--- src/sv/sfr_pkg.sv ---
// sfr_pkg: shared types, constants and helpers for the stream find/replace block
// used by sfr_cell, sfr_ctrl, sfr_out and stream_find_replace_top; no dependencies
package sfr_pkg;

   // default sizes of the held run and the replacement
   localparam int PATTERN_MAX_DEF = 8;
   localparam int REPLACE_MAX_DEF = 8;

   // field and register widths
   localparam int BYTE_W    = 8;
   localparam int REG_W     = 64;
   localparam int REG_BYTES = REG_W / BYTE_W;
   localparam int REG_SEL_W = $clog2(REG_BYTES);
   localparam int LEN_W     = 4;
   localparam int POS_W     = 5;
   localparam int CSR_IDX_W = 2;

   // configuration register indexes
   typedef enum logic [CSR_IDX_W-1:0] {
      CSR_PATTERN_BYTES      = 2'd0,
      CSR_PATTERN_LENGTH     = 2'd1,
      CSR_REPLACEMENT_BYTES  = 2'd2,
      CSR_REPLACEMENT_LENGTH = 2'd3
   } csr_index_type;

   // sequencer states
   typedef enum logic [2:0] {
      ST_IDLE,
      ST_PREFLUSH,
      ST_CHECK,
      ST_REPL,
      ST_FLUSH,
      ST_FINISH
   } state_type;

   // control handed to every cell of the chain
   typedef struct packed {
      logic              append;
      logic              shift;
      logic [BYTE_W-1:0] data;
   } cell_ctl_type;

   // one byte toward the output stage, or the end of an item
   typedef struct packed {
      logic              push;
      logic              finish;
      logic [BYTE_W-1:0] data;
   } emit_type;

   // output stage status back to the sequencer
   typedef struct packed {
      logic slot_free;
      logic fin_ok;
   } out_status_type;

   // byte at a position of a 64-bit register, zero beyond its end
   function automatic logic [BYTE_W-1:0] byte_sel(input logic [REG_W-1:0] word,
                                                  input logic [POS_W-1:0] pos);
      logic [BYTE_W-1:0] result;
      result = '0;
      if (pos < POS_W'(REG_BYTES)) begin
         result = word[{pos[REG_SEL_W-1:0], 3'b000} +: BYTE_W];
      end
      return result;
   endfunction

endpackage

--- src/sv/sfr_cell.sv ---
// sfr_cell: one position of the held run, with its compare against the pattern
// depends on sfr_pkg
module sfr_cell #(
   parameter int IDX = 0,
   parameter int CW  = 4
) (
   input  logic                      clock,
   input  sfr_pkg::cell_ctl_type     ctl,
   input  logic [CW-1:0]             count,
   input  logic [sfr_pkg::BYTE_W-1:0] next_byte,
   input  logic [sfr_pkg::BYTE_W-1:0] pat_byte,
   output logic [sfr_pkg::BYTE_W-1:0] held_byte,
   output logic                      mismatch
);

   logic [sfr_pkg::BYTE_W-1:0] byte_ff;
   logic [sfr_pkg::BYTE_W-1:0] byte_in;
   logic                       valid;

   // this cell holds a byte while its position is below the fill count
   assign valid = (CW'(IDX) < count);

   // load a new byte at the tail, or take the neighbor's byte on release
   always_comb begin
      byte_in = byte_ff;
      if (ctl.append && (count == CW'(IDX))) begin
         byte_in = ctl.data;
      end else if (ctl.shift) begin
         byte_in = next_byte;
      end
   end

   always_ff @(posedge clock) begin
      byte_ff <= byte_in;
   end

   assign held_byte = byte_ff;
   assign mismatch  = valid && (byte_ff != pat_byte);

endmodule

--- src/sv/sfr_out.sv ---
// sfr_out: one-byte holding stage and output register of the result channel
// depends on sfr_pkg
module sfr_out (
   input  logic                        clock,
   input  logic                        reset,
   input  sfr_pkg::emit_type           emit,
   output sfr_pkg::out_status_type     ost,
   output logic                        rsp_tvalid,
   input  logic                        rsp_tready,
   output logic [sfr_pkg::BYTE_W-1:0]  rsp_tdata,   // [7:0] out_byte
   output logic                        rsp_tlast    // last_of_run
);

   logic                       pend_valid_ff, pend_valid_in;
   logic [sfr_pkg::BYTE_W-1:0] pend_byte_ff, pend_byte_in;
   logic                       out_valid_ff, out_valid_in;
   logic [sfr_pkg::BYTE_W-1:0] out_byte_ff, out_byte_in;
   logic                       out_last_ff, out_last_in;
   logic                       slot_free;
   logic                       load_out;

   // output register can take a beat this cycle
   assign slot_free     = !out_valid_ff || rsp_tready;
   assign ost.slot_free = slot_free;
   assign ost.fin_ok    = !pend_valid_ff || slot_free;

   // the held byte moves out when a newer one arrives or the item ends
   assign load_out = (emit.push || emit.finish) && pend_valid_ff;

   always_comb begin
      out_valid_in  = load_out || (out_valid_ff && !rsp_tready);
      out_byte_in   = load_out ? pend_byte_ff : out_byte_ff;
      out_last_in   = load_out ? emit.finish : out_last_ff;
      pend_valid_in = pend_valid_ff;
      pend_byte_in  = pend_byte_ff;
      if (emit.push) begin
         pend_valid_in = 1'b1;
         pend_byte_in  = emit.data;
      end else if (emit.finish) begin
         pend_valid_in = 1'b0;
      end
   end

   // control state
   always_ff @(posedge clock) begin
      if (reset) begin
         pend_valid_ff <= 1'b0;
         out_valid_ff  <= 1'b0;
      end else begin
         pend_valid_ff <= pend_valid_in;
         out_valid_ff  <= out_valid_in;
      end
   end

   // payload
   always_ff @(posedge clock) begin
      pend_byte_ff <= pend_byte_in;
      out_byte_ff  <= out_byte_in;
      out_last_ff  <= out_last_in;
   end

   assign rsp_tvalid = out_valid_ff;
   assign rsp_tdata  = out_byte_ff;
   assign rsp_tlast  = out_last_ff;

endmodule

--- src/sv/sfr_ctrl.sv ---
// sfr_ctrl: sequencer that appends, releases, replaces and flushes the held run
// depends on sfr_pkg; drives the sfr_cell chain and the sfr_out stage
module sfr_ctrl #(
   parameter int PATTERN_MAX = sfr_pkg::PATTERN_MAX_DEF,
   parameter int REPLACE_MAX = sfr_pkg::REPLACE_MAX_DEF,
   parameter int CW          = $clog2(PATTERN_MAX + 1)
) (
   input  logic                          clock,
   input  logic                          reset,
   input  logic                          req_tvalid,
   output logic                          req_tready,
   input  logic [sfr_pkg::BYTE_W-1:0]    req_byte,
   input  logic                          req_eol,
   input  logic [sfr_pkg::LEN_W-1:0]     plen_raw,
   input  logic [sfr_pkg::LEN_W-1:0]     rlen_raw,
   input  logic [sfr_pkg::REG_W-1:0]     repl_bytes,
   input  logic                          any_mismatch,
   input  logic [sfr_pkg::BYTE_W-1:0]    head_byte,
   input  sfr_pkg::out_status_type       ost,
   output sfr_pkg::cell_ctl_type         cell_ctl,
   output logic [CW-1:0]                 count,
   output sfr_pkg::emit_type             emit
);

   localparam int RLW = $clog2(REPLACE_MAX + 1);
   localparam int RIW = (REPLACE_MAX > 1) ? $clog2(REPLACE_MAX) : 1;
   localparam logic [CW-1:0] FULL = CW'(PATTERN_MAX);

   sfr_pkg::state_type         state_ff, state_in;
   logic [CW-1:0]              count_ff, count_in;
   logic [RIW-1:0]             ridx_ff, ridx_in;
   logic                       eol_ff, eol_in;
   logic [sfr_pkg::BYTE_W-1:0] byte_ff, byte_in;
   logic [CW-1:0]              plen;
   logic [RLW-1:0]             rlen;
   logic                       over_len;
   logic                       at_match;
   logic                       check_done;
   logic                       last_repl;
   logic                       accept;

   // effective lengths: zero pattern length counts as one, both saturate
   always_comb begin
      if (plen_raw == '0) begin
         plen = CW'(1);
      end else if (32'(plen_raw) > PATTERN_MAX) begin
         plen = CW'(PATTERN_MAX);
      end else begin
         plen = CW'(plen_raw);
      end
      if (32'(rlen_raw) > REPLACE_MAX) begin
         rlen = RLW'(REPLACE_MAX);
      end else begin
         rlen = RLW'(rlen_raw);
      end
   end

   // decisions on the held run
   assign accept     = req_tvalid && req_tready;
   assign over_len   = count_ff > plen;
   assign at_match   = !over_len && !any_mismatch && (count_ff == plen);
   assign check_done = !over_len && !any_mismatch &&
                       ((at_match && (rlen == '0)) ||
                        (!at_match && !(eol_ff && (count_ff != '0))));
   assign last_repl  = (RLW'(ridx_ff) + RLW'(1)) == rlen;

   // next state
   always_comb begin
      state_in = state_ff;
      unique case (state_ff)
         sfr_pkg::ST_IDLE: begin
            if (req_tvalid) begin
               state_in = (count_ff == FULL) ? sfr_pkg::ST_PREFLUSH : sfr_pkg::ST_CHECK;
            end
         end
         sfr_pkg::ST_PREFLUSH: begin
            if (count_ff == '0) begin
               state_in = sfr_pkg::ST_CHECK;
            end
         end
         sfr_pkg::ST_CHECK: begin
            priority if (over_len) begin
               state_in = sfr_pkg::ST_FLUSH;
            end else if (any_mismatch) begin
               state_in = sfr_pkg::ST_CHECK;
            end else if (at_match && (rlen != '0)) begin
               state_in = sfr_pkg::ST_REPL;
            end else if (check_done) begin
               state_in = ost.fin_ok ? sfr_pkg::ST_IDLE : sfr_pkg::ST_FINISH;
            end else begin
               state_in = sfr_pkg::ST_FLUSH;
            end
         end
         sfr_pkg::ST_REPL: begin
            if (ost.slot_free && last_repl) begin
               state_in = sfr_pkg::ST_FINISH;
            end
         end
         sfr_pkg::ST_FLUSH: begin
            if ((count_ff == '0) || (ost.slot_free && (count_ff == CW'(1)))) begin
               state_in = sfr_pkg::ST_FINISH;
            end
         end
         sfr_pkg::ST_FINISH: begin
            if (ost.fin_ok) begin
               state_in = sfr_pkg::ST_IDLE;
            end
         end
         default: state_in = sfr_pkg::ST_IDLE;
      endcase
   end

   // outputs to the cells and the output stage
   always_comb begin
      req_tready = 1'b0;
      cell_ctl   = '{append: 1'b0, shift: 1'b0, data: byte_ff};
      emit       = '{push: 1'b0, finish: 1'b0, data: head_byte};
      unique case (state_ff)
         sfr_pkg::ST_IDLE: begin
            req_tready = 1'b1;
            if (req_tvalid && (count_ff != FULL)) begin
               cell_ctl.append = 1'b1;
               cell_ctl.data   = req_byte;
            end
         end
         sfr_pkg::ST_PREFLUSH: begin
            if (count_ff == '0) begin
               cell_ctl.append = 1'b1;
            end else if (ost.slot_free) begin
               emit.push      = 1'b1;
               cell_ctl.shift = 1'b1;
            end
         end
         sfr_pkg::ST_CHECK: begin
            if (!over_len && any_mismatch && ost.slot_free) begin
               emit.push      = 1'b1;
               cell_ctl.shift = 1'b1;
            end
            if (check_done && ost.fin_ok) begin
               emit.finish = 1'b1;
            end
         end
         sfr_pkg::ST_REPL: begin
            emit.data = sfr_pkg::byte_sel(repl_bytes, sfr_pkg::POS_W'(ridx_ff));
            emit.push = ost.slot_free;
         end
         sfr_pkg::ST_FLUSH: begin
            if ((count_ff != '0) && ost.slot_free) begin
               emit.push      = 1'b1;
               cell_ctl.shift = 1'b1;
            end
         end
         sfr_pkg::ST_FINISH: begin
            emit.finish = ost.fin_ok;
         end
         default: begin
            req_tready = 1'b0;
         end
      endcase
   end

   // fill count, replacement index and the latched input beat
   always_comb begin
      count_in = count_ff;
      if (cell_ctl.append) begin
         count_in = count_ff + CW'(1);
      end else if (cell_ctl.shift) begin
         count_in = count_ff - CW'(1);
      end
      if ((state_ff == sfr_pkg::ST_CHECK) && at_match) begin
         count_in = '0;
      end
      ridx_in = ridx_ff;
      if (state_ff == sfr_pkg::ST_CHECK) begin
         ridx_in = '0;
      end else if ((state_ff == sfr_pkg::ST_REPL) && emit.push) begin
         ridx_in = ridx_ff + RIW'(1);
      end
      eol_in  = accept ? req_eol : eol_ff;
      byte_in = accept ? req_byte : byte_ff;
   end

   always_ff @(posedge clock) begin
      if (reset) begin
         state_ff <= sfr_pkg::ST_IDLE;
         count_ff <= '0;
         eol_ff   <= 1'b0;
      end else begin
         state_ff <= state_in;
         count_ff <= count_in;
         eol_ff   <= eol_in;
      end
   end

   always_ff @(posedge clock) begin
      ridx_ff <= ridx_in;
      byte_ff <= byte_in;
   end

   assign count = count_ff;

   // fill count never passes the chain length
   a_count_bound: assert property (@(posedge clock) disable iff (reset)
      count_ff <= FULL)
      else $error("held run count beyond chain length");

   // a byte is only handed over when the output register can take it
   a_push_slot: assert property (@(posedge clock) disable iff (reset)
      emit.push |-> ost.slot_free)
      else $error("byte pushed while output register is blocked");

   // an accepted item always keeps the sequencer busy for the next cycle
   a_accept_busy: assert property (@(posedge clock) disable iff (reset)
      accept |=> (state_ff != sfr_pkg::ST_IDLE))
      else $error("sequencer idle right after accepting a beat");

   // replacement index stays inside the replacement
   a_repl_idx: assert property (@(posedge clock) disable iff (reset)
      (state_ff == sfr_pkg::ST_REPL) |-> (RLW'(ridx_ff) < rlen))
      else $error("replacement index out of range");

   // the chain never appends and releases in the same cycle
   a_no_both: assert property (@(posedge clock) disable iff (reset)
      !(cell_ctl.append && cell_ctl.shift))
      else $error("append and shift at once");

endmodule

--- src/sv/stream_find_replace_top.sv ---
// stream_find_replace_top: streaming find and replace on a byte stream
// depends on sfr_pkg, sfr_cell, sfr_ctrl and sfr_out
//
// Input beats on req_* carry one text byte and an end-of-line flag. Every
// leftmost, non-overlapping occurrence of the pattern (csr registers 0 and 1)
// is replaced by the replacement (registers 2 and 3, length zero deletes).
// Bytes that may still start a match wait in a chain of cells, one byte per
// cell; a run that stops matching releases bytes from its front. An
// end-of-line beat flushes everything held after its own byte.
// Result beats on rsp_* carry one byte each; rsp_tlast marks the final result
// of an input beat. A beat causing no result produces nothing.
// The sequencer moves one byte per cycle while the output register can take
// a beat, so an input beat occupies it longer the more results it causes.
// The newest result waits in a one-byte holding stage until its successor or
// the end of the item is known. A stall on rsp_tready holds the sequencer
// wherever it would move a byte out; no beat is lost. Reset (synchronous)
// empties the held run and loads the register defaults; config writes belong
// between items, while no beat is in flight.
module stream_find_replace_top #(
   parameter int PATTERN_MAX = sfr_pkg::PATTERN_MAX_DEF,
   parameter int REPLACE_MAX = sfr_pkg::REPLACE_MAX_DEF
) (
   input  logic                            clock,
   input  logic                            reset,
   // input stream
   input  logic                            req_tvalid,
   output logic                            req_tready,
   input  logic [sfr_pkg::BYTE_W-1:0]      req_tdata,   // [7:0] data_byte
   input  logic                            req_tlast,   // end_of_line
   // result stream
   output logic                            rsp_tvalid,
   input  logic                            rsp_tready,
   output logic [sfr_pkg::BYTE_W-1:0]      rsp_tdata,   // [7:0] out_byte
   output logic                            rsp_tlast,   // last_of_run
   // configuration writes
   input  logic                            csr_wr_en,
   input  logic [sfr_pkg::CSR_IDX_W-1:0]   csr_index,
   input  logic [sfr_pkg::REG_W-1:0]       csr_wr_data
);

   localparam int CW = $clog2(PATTERN_MAX + 1);

   logic [sfr_pkg::REG_W-1:0] pattern_ff, pattern_in;
   logic [sfr_pkg::LEN_W-1:0] plen_ff, plen_in;
   logic [sfr_pkg::REG_W-1:0] repl_ff, repl_in;
   logic [sfr_pkg::LEN_W-1:0] rlen_ff, rlen_in;

   sfr_pkg::cell_ctl_type      cell_ctl;
   sfr_pkg::emit_type          emit;
   sfr_pkg::out_status_type    ost;
   logic [CW-1:0]              count;
   logic [sfr_pkg::BYTE_W-1:0] held [PATTERN_MAX];
   logic [PATTERN_MAX-1:0]     mismatch;

   // configuration registers
   always_comb begin
      pattern_in = pattern_ff;
      plen_in    = plen_ff;
      repl_in    = repl_ff;
      rlen_in    = rlen_ff;
      if (csr_wr_en) begin
         unique case (sfr_pkg::csr_index_type'(csr_index))
            sfr_pkg::CSR_PATTERN_BYTES:      pattern_in = csr_wr_data;
            sfr_pkg::CSR_PATTERN_LENGTH:     plen_in    = csr_wr_data[sfr_pkg::LEN_W-1:0];
            sfr_pkg::CSR_REPLACEMENT_BYTES:  repl_in    = csr_wr_data;
            sfr_pkg::CSR_REPLACEMENT_LENGTH: rlen_in    = csr_wr_data[sfr_pkg::LEN_W-1:0];
            default:                         pattern_in = pattern_ff;
         endcase
      end
   end

   always_ff @(posedge clock) begin
      if (reset) begin
         pattern_ff <= '0;
         plen_ff    <= sfr_pkg::LEN_W'(1);
         repl_ff    <= '0;
         rlen_ff    <= '0;
      end else begin
         pattern_ff <= pattern_in;
         plen_ff    <= plen_in;
         repl_ff    <= repl_in;
         rlen_ff    <= rlen_in;
      end
   end

   // chain of cells holding the run, each compared with its pattern byte
   for (genvar i = 0; i < PATTERN_MAX; i++) begin : g_cell
      logic [sfr_pkg::BYTE_W-1:0] next_byte;
      if (i == PATTERN_MAX - 1) begin : g_tail
         assign next_byte = '0;
      end else begin : g_body
         assign next_byte = held[i+1];
      end
      sfr_cell #(
         .IDX (i),
         .CW  (CW)
      ) u_cell (
         .clock     (clock),
         .ctl       (cell_ctl),
         .count     (count),
         .next_byte (next_byte),
         .pat_byte  (sfr_pkg::byte_sel(pattern_ff, sfr_pkg::POS_W'(i))),
         .held_byte (held[i]),
         .mismatch  (mismatch[i])
      );
   end

   sfr_ctrl #(
      .PATTERN_MAX (PATTERN_MAX),
      .REPLACE_MAX (REPLACE_MAX),
      .CW          (CW)
   ) u_ctrl (
      .clock        (clock),
      .reset        (reset),
      .req_tvalid   (req_tvalid),
      .req_tready   (req_tready),
      .req_byte     (req_tdata),
      .req_eol      (req_tlast),
      .plen_raw     (plen_ff),
      .rlen_raw     (rlen_ff),
      .repl_bytes   (repl_ff),
      .any_mismatch (|mismatch),
      .head_byte    (held[0]),
      .ost          (ost),
      .cell_ctl     (cell_ctl),
      .count        (count),
      .emit         (emit)
   );

   sfr_out u_out (
      .clock      (clock),
      .reset      (reset),
      .emit       (emit),
      .ost        (ost),
      .rsp_tvalid (rsp_tvalid),
      .rsp_tready (rsp_tready),
      .rsp_tdata  (rsp_tdata),
      .rsp_tlast  (rsp_tlast)
   );

endmodule
--- config.mk ---
export PLATFORM = sky130hd
export DESIGN_NAME = stream_find_replace_top
export DESIGN_NICKNAME = d
export VERILOG_FILES = /design/src/sv/sfr_pkg.sv /design/src/sv/sfr_cell.sv /design/src/sv/sfr_out.sv /design/src/sv/sfr_ctrl.sv /design/src/sv/stream_find_replace_top.sv
export SDC_FILE = /design/constraint.sdc
export NUM_CORES = 1
export LEC_CHECK = 0
export ABC_AREA = 1
export BUFFER_PORTS_ARGS = -buffer_cell sky130_fd_sc_hd__buf_2
export CORE_ASPECT_RATIO = 1.2
export CORE_MARGIN = 1.5
export CORE_UTILIZATION = 33
export CTS_CLUSTER_DIAMETER = 200
export DETAILED_ROUTE_END_ITERATION = 8
export PLACE_DENSITY_LB_ADDON = 0.12
export SLEW_MARGIN = 40
export SYNTH_ARGS = -nofsm -noshare
export SYNTH_HDL_FRONTEND = slang
export SYNTH_SLANG_ARGS = --single-unit
--- constraint.sdc ---
create_clock -name clock -period 6.95 [get_ports clock]
set_clock_uncertainty 0.2 [all_clocks]
set_input_delay 1.39 -clock clock [delete_from_list [all_inputs] [get_ports clock]]
set_output_delay 1.39 -clock clock [all_outputs]
set_load 0.05 [all_outputs]
After elaboration in Yosys (flattened, before gate mapping)

Index checks and enable logic that the tools add are counted.
Widths: inputs -> output; s select.

Magnitude comparators: 11
$add $sub $neg: 4
Shift-type cells: 1
Multiply operators: 0
Reduce and logical (&&, ||, !) cells: 72
Eq/ne operators: 32
Mux-type cells: 50
Divide/modulo/power cells: 0
Bitwise gates (word level): 0

Operators with widths:

| operator           | number |
|---|---|
| $mux 8             | 19 |
| $ne 8x8->1         | 8 |
| $shiftx 64x7->8    | 1 |
| $logic_and 1x1->1  | 35 |
| $mux 3             | 10 |
| $mux 4             | 5 |
| $reduce_bool 2->1  | 10 |
| $pmux 3 s6         | 1 |
| $eq 4x3->1 const B | 4 |
| $lt 3x4->1 const A | 4 |
| $logic_not 4->1    | 3 |
| $mux 1             | 10 |
| $eq 4x2->1 const B | 2 |
| $eq 4x4->1         | 2 |
| $gt 4x4->1 const B | 2 |
| $lt 1x4->1 const A | 2 |
| $lt 2x4->1 const A | 2 |
| $reduce_and 2->1   | 4 |
| $reduce_bool 4->1  | 2 |
| $reduce_or 8->1    | 1 |
| $logic_not 1->1    | 7 |
| $eq 3x2->1 const B | 2 |
| $eq 3x3->1 const B | 2 |
| $logic_or 1x1->1   | 6 |
| other kinds (21)   | 26 |

Bits in read-only memories: 0
Memories kept: 0
Output and inout bits: 11
Bits in latches: 0
Memory bits (writable): 0
Register bits after elaboration: 238

Depth between registers and ports, before layout

Word-level depth: 17
Gate-level depth with buffers: 18

Hierarchy

A second synthesis with hierarchy kept.

Cells, all modules: 1885
Area, all modules: 13256.5 µm²

By module, submodules not included:

| module                       | area each (µm²) | sequential area each (µm²) | cells each | instances |
|---|---|---|---|---|
| stream_find_replace_top      | 5900.7          | 2722.6                     | 884        | 1 |
| sfr_ctrl                     | 2059.5          | 460.4                      | 300        | 1 |
| sfr_cell at g_cell[4].u_cell | 608.1           | 240.2                      | 86         | 1 |
| sfr_out                      | 606.8           | 550.5                      | 29         | 1 |
| sfr_cell at g_cell[6].u_cell | 603.1           | 240.2                      | 87         | 1 |
| sfr_cell at g_cell[0].u_cell | 596.8           | 240.2                      | 84         | 1 |
| sfr_cell at g_cell[2].u_cell | 594.3           | 240.2                      | 84         | 1 |
| sfr_cell at g_cell[3].u_cell | 588.1           | 240.2                      | 82         | 1 |
| sfr_cell at g_cell[1].u_cell | 580.6           | 240.2                      | 82         | 1 |
| sfr_cell at g_cell[5].u_cell | 566.8           | 240.2                      | 84         | 1 |
| sfr_cell at g_cell[7].u_cell | 551.8           | 240.2                      | 83         | 1 |

Least setup slack after synthesis

Ideal clock, no wire load.

Path type: in2reg
Start point: input port req_tvalid
End point: register g_cell[2].u_cell.byte_ff, in the netlist g_cell[2].u_cell.held_byte[0], enable pin
Stages on the path: 8
Setup slack: 3.944 ns
Data arrival time: 2.477 ns
Data required time: 6.421 ns
Cell sequence: inv_1 > nor2_8 > a21oi_2 > buf_6 > nor3_1 > inv_1 > buf_6 > nand2_1

Cells in the longest elaborated chain, start to end: 5

RTL lines:

| item                        | line                          | source |
|---|---|---|
| from (decl)                 | stream_find_replace_top.sv:26 | `input logic req_tvalid,` |
| $logic_and 1x1->1           | sfr_ctrl.sv:121               | `if (req_tvalid && (count_ff != FULL)) begin` |
| $mux 1                      | sfr_ctrl.sv:121               |  |
| $pmux 1 s2                  | sfr_ctrl.sv:118               | `unique case (state_ff)` |
| $logic_and 1x1->1           | sfr_cell.sv:26                | `if (ctl.append && (count == CW'(IDX))) begin` |
| $reduce_bool 2->1 (no line) | n/a                           |  |
| to (signal assigned)        | sfr_cell.sv:34                | `byte_ff <= byte_in;` |
| to (decl)                   | sfr_cell.sv:16                | `logic [sfr_pkg::BYTE_W-1:0] byte_ff;` |

Every way passes these cells.
A chain may end at the register's enable or synchronous reset.

Final worst setup path

Start point: register u_ctrl.count_ff[0] (netlist: u_ctrl.count[0])
End point: register g_cell[2].u_cell.byte_ff, in the netlist g_cell[2].u_cell.held_byte[5], enable pin

Cells in the longest elaborated chain, start to end: 8
Elaborated cells on any way between the ends: 36
Those cells by class: 9 x order compare; 2 x eq/ne; 7 x mux; 18 x reduce/logical

RTL lines:

| item                               | line                           | source |
|---|---|---|
| from (decl)                        | sfr_ctrl.sv:30                 | `logic [CW-1:0] count_ff, count_in;` |
| from (signal assigned)             | sfr_ctrl.sv:190                | `count_ff <= count_in;` |
| $lt 1x4->1 (tied with other cells) | sfr_cell.sv:21                 | `assign valid = (CW'(IDX) < count);` |
| $logic_and 1x1->1                  | sfr_cell.sv:38                 | `assign mismatch = valid && (byte_ff != pat_byte);` |
| $reduce_or 8->1                    | stream_find_replace_top.sv:122 | `.any_mismatch (\|mismatch),` |
| $logic_and 1x1->1 (2 in a row)     | sfr_ctrl.sv:135                | `if (!over_len && any_mismatch && ost.slot_free) begin` |
| $mux 1                             | sfr_ctrl.sv:135                |  |
| $pmux 1 s3                         | sfr_ctrl.sv:118                |  |
| $reduce_bool 2->1 (no line) (*)    | n/a                            |  |

Mark *: on every way between the ends. The rest lies on a longest branch, timed or not.

==> flow_summary.yaml <==
synth:
  syn_nets: 1407
  ys_types: 39
  syn_area_per_cell_um2: 8.22
  synth_seq_cells: 238
  synthCells: 1318
  yosysSeqAreaShare: 0.522
  syn-cell-area_um2: 10800
  yosys_warnings: 0
clocking:
  ctsRootBufferMaster: "clkbuf_16"
  path_clk_slew_ns: 0.06
  cts_hold_buf: 0
  clock_path_buffers: 3
  post_cts_resized: 0
  htree_levels: 1
  insertion_delay_ns: 0.54
  postCtsSetupBuffers: 0
  cts_tree: "yes"
  numCtsBuffers: 27
  cts_sinks: 238
setup_path:
  r2r_cells: 11
  crit_path_end: "g_cell[2].u_cell.held_byte[5]"
  cp_common_cell: "inv_1"
  r2r_start: "u_ctrl.count[0]"
  critPathSlowestCell: "a21oi_2"
  cp_cell_sequence: "inv_1 -> ha_1 -> inv_1 -> nor2_1 -> nand2_1 -> nand2_2 -> nor2_8 -> a21oi_2 -> nor3_1 -> inv_1 -> nand2_1"
  start_kind: "flip-flop"
  timing.rr.end: "g_cell[2].u_cell.held_byte[5]"
  crit_type: "reg2reg"
  cp-startpoint: "u_ctrl.count[0]"
  endpoint_kind: "flip-flop"
  path_max_fanout: 17
  rrSetupSlack_ns: 3.69
  cp_slowest_stage_delay_ns: 0.48
  cp.required_ns: 6.96
  crit_arrival_ns: 3.26
route:
  wl_per_cell_um: 18.1
  viasPerCell: 4.85
  drtIter0Drc: 703
  postRouteAntennaNets: 0
  drc: 0
  totalWireLength_um: 32700
  via_count: 8801
  first_pass_iters: 5
placed_design:
  portBuffers: 90
  placed_cells: 1763
  pre_cts_ws_ns: 3.34
  place_area_um2: 11600
  place_congestion: 0.827
  place_hpwl_um: 23600
die:
  die_x_um: 168
  initial_utilization: 0.336
  num_rows: 72
  top_level_ports: 91
  core-area_um2: 32300
  die_y_um: 201
  dieArea_um2: 33900
sta:
  slew_headroom: 0.450
  rsz0062_at_grt: "no"
  tns_ns: 0
  final_max_slew_viol_count: 0
  period_share: 0.469
  finalCriticalPeriod_ns: 3.26
  final_hold_viol_count: 0
  whs_ns: 0.218
  worst_pin_slew_ns: 0.819
  layout_setup_ws_ns: 3.69
  finalSetupViolations: 0
  fmax_ghz: 0.307
global_route:
  antenna_found_initial: 0
  grt_pass1_vias: 8703
  grt_max_degree: 91
  grt_pass1_wl_um: 51100
  track_usage: 0.196
  grt_overflow_total: 0
worst_hold_path:
  holdCritPathClass: "reg2reg"
power:
  intPower_mw: 3.31
  clock_power_share: 0.279
  ir_worst_vdd_mv: 0.198
  power_density_nw_per_um2: 417
  total_power_mw: 5.23
  combPwrFrac: 0.301
  p_switching_mw: 1.92
  seqPwrFrac: 0.420
  power_leakage_nw: 5.27
  switching_share: 0.368
cells_and_area:
  final_area_um2: 12500
  final_core_util: 0.389
  fin_nets: 1474
  finalNonFillerCells: 1813
  layout-drive-gt1-share: 0.134
  syn2layout_area_growth_pct: 15.9
  antennaDiodeCount: 0
flow_run:
  maxCapViolCount: 0
outcome:
  status: "complete, no violations"
==> flip-flops by register name (all words and copies together) (netlist names), 3 cells and up <==
register and cells:
g_cell.u_cell.held_byte 64, pattern_ff 64, repl_ff 64, u_ctrl.byte_ff 8, u_out.pend_byte_ff 8, u_out.rsp_tdata 8, plen_ff 4, rlen_ff 4
u_ctrl.count 4, u_ctrl.ridx_ff 3, u_ctrl.state_ff 3
==> logic make-up after synthesis <==
| family | Yosys count | synth area share |
|---|---|---|
| and+or+nand+nor | 565 | 0.210 |
| AOI/OAI and AO/OA | 288 | 0.142 |
| DFF | 238 | 0.522 |
| buffers and inverters | 144 | 0.0534 |
| xor gates and xnor gates | 58 | 0.0469 |
| muxes | 16 | 0.0148 |
| adders and majority gates | 9 | 0.0104 |
==> power groups by stage <==
stage | clock network (mW) | logic, mW | registers (mW)
final | 1.46 | 1.58 | 2.20
after global routing | 1.55 | 1.80 | 2.23
after floorplan | 0 | 1.17 | 2.11
after detailed placement | 0 | 1.60 | 2.23
after global placement | 0 | 1.57 | 2.23
after CTS | 1.49 | 1.60 | 2.20
==> placed cells by master (no fill, tap or decap), types with 3 or more instances in the layout <==
master | netlist | layout
buf_4 | 0 | 10
nand3_1 | 16 | 16
inv_1 | 75 | 73
ha_1 | 9 | 9
o21ai_2 | 0 | 3
clkbuf_16 | 0 | 31
o32ai_1 | 4 | 4
inv_2 | 7 | 8
o211ai_1 | 5 | 5
nor2_4 | 5 | 6
edfxtp_1 | 89 | 89
o21ai_0 | 198 | 198
mux2i_1 | 16 | 14
nor2_2 | 6 | 7
dfxtp_1 | 149 | 149
or2_2 | 5 | 5
buf_2 | 5 | 90
xnor2_1 | 53 | 53
clkinv_2 | 0 | 8
xor2_1 | 5 | 5
o221ai_1 | 12 | 12
nor2_1 | 307 | 305
nor3_1 | 7 | 6
nand2_1 | 209 | 209
clkbuf_1 | 49 | 4
o21ai_1 | 28 | 25
clkbuf_8 | 0 | 6
a21oi_1 | 33 | 33
==> cells in the mapped netlist (all sizes together) <==
cell | count | area [um^2]
nand4 | 2 | 12.5
nand3 | 18 | 100
nor3 | 9 | 61.3
o41ai | 1 | 8.76
dfxtp | 149 | 2980
o2111ai | 1 | 8.76
o21a | 1 | 7.51
inv | 82 | 308
ha | 9 | 113
o211ai | 5 | 37.5
or2 | 5 | 31.3
edfxtp | 89 | 2670
a21oi | 35 | 183
nand2 | 211 | 797
nor4 | 1 | 6.26
a22oi | 1 | 7.51
clkbuf | 50 | 189
o31ai | 2 | 15.0
mux2i | 16 | 160
o21ai | 226 | 1130
o221ai | 12 | 105
xor2 | 5 | 43.8
o32ai | 4 | 35.0
nor2 | 319 | 1270
xnor2 | 53 | 464
buf | 12 | 81.3
==> worst max-delay path: cells and delay by family, from the launching register on <==
kind	cells	cell delay (ns)
AO/OA/AOI/OAI	1	0.48
adder cells (fa/ha/maj)	1	0.23
buffers and inverters	3	0.66
flip-flops	1	0.38
AND/OR/NAND/NOR	6	0.97
==> cell type report <==
class	count	area, um^2
multi-input cells	936	4630
clock buffers	42	878
repair buffers	100	526
fillers	3353	19700
well taps	407	509
clock inverters	8	43.8
flip-flops and latches	238	5660
inverters	82	309
==> routing by layer <==
metal / global-route usage / wire (um) / vias to the layer above / share of wire
met2: 0.330 / 15500 / 170 / 0.47
met5: 0 / 0 / - / 0
met4: 0.0497 / 648 / 0 / 0.020
met3: 0.0228 / 1300 / 33 / 0.040
met1: 0.266 / 15300 / 4122 / 0.47
li1: - / - / 4476 / -
==> how the worst min path moves through the flow <==
stage | depth (start not counted) | startpoint | to
6_report | 0 | u_out.pend_byte_ff[5] | u_out.rsp_tdata[5]
5_1_grt | 0 | u_out.pend_byte_ff[6] | u_out.rsp_tdata[6]
4_1_cts | 0 | u_out.pend_byte_ff[5] | u_out.rsp_tdata[5]
3_5_place_dp | 0 | u_out.pend_byte_ff[2] | u_out.rsp_tdata[2]
3_3_place_gp | 0 | u_out.pend_byte_ff[0] | u_out.rsp_tdata[0]
2_1_floorplan | 0 | u_out.pend_byte_ff[0] | u_out.rsp_tdata[0]
(Power assumes the default switching activity.)
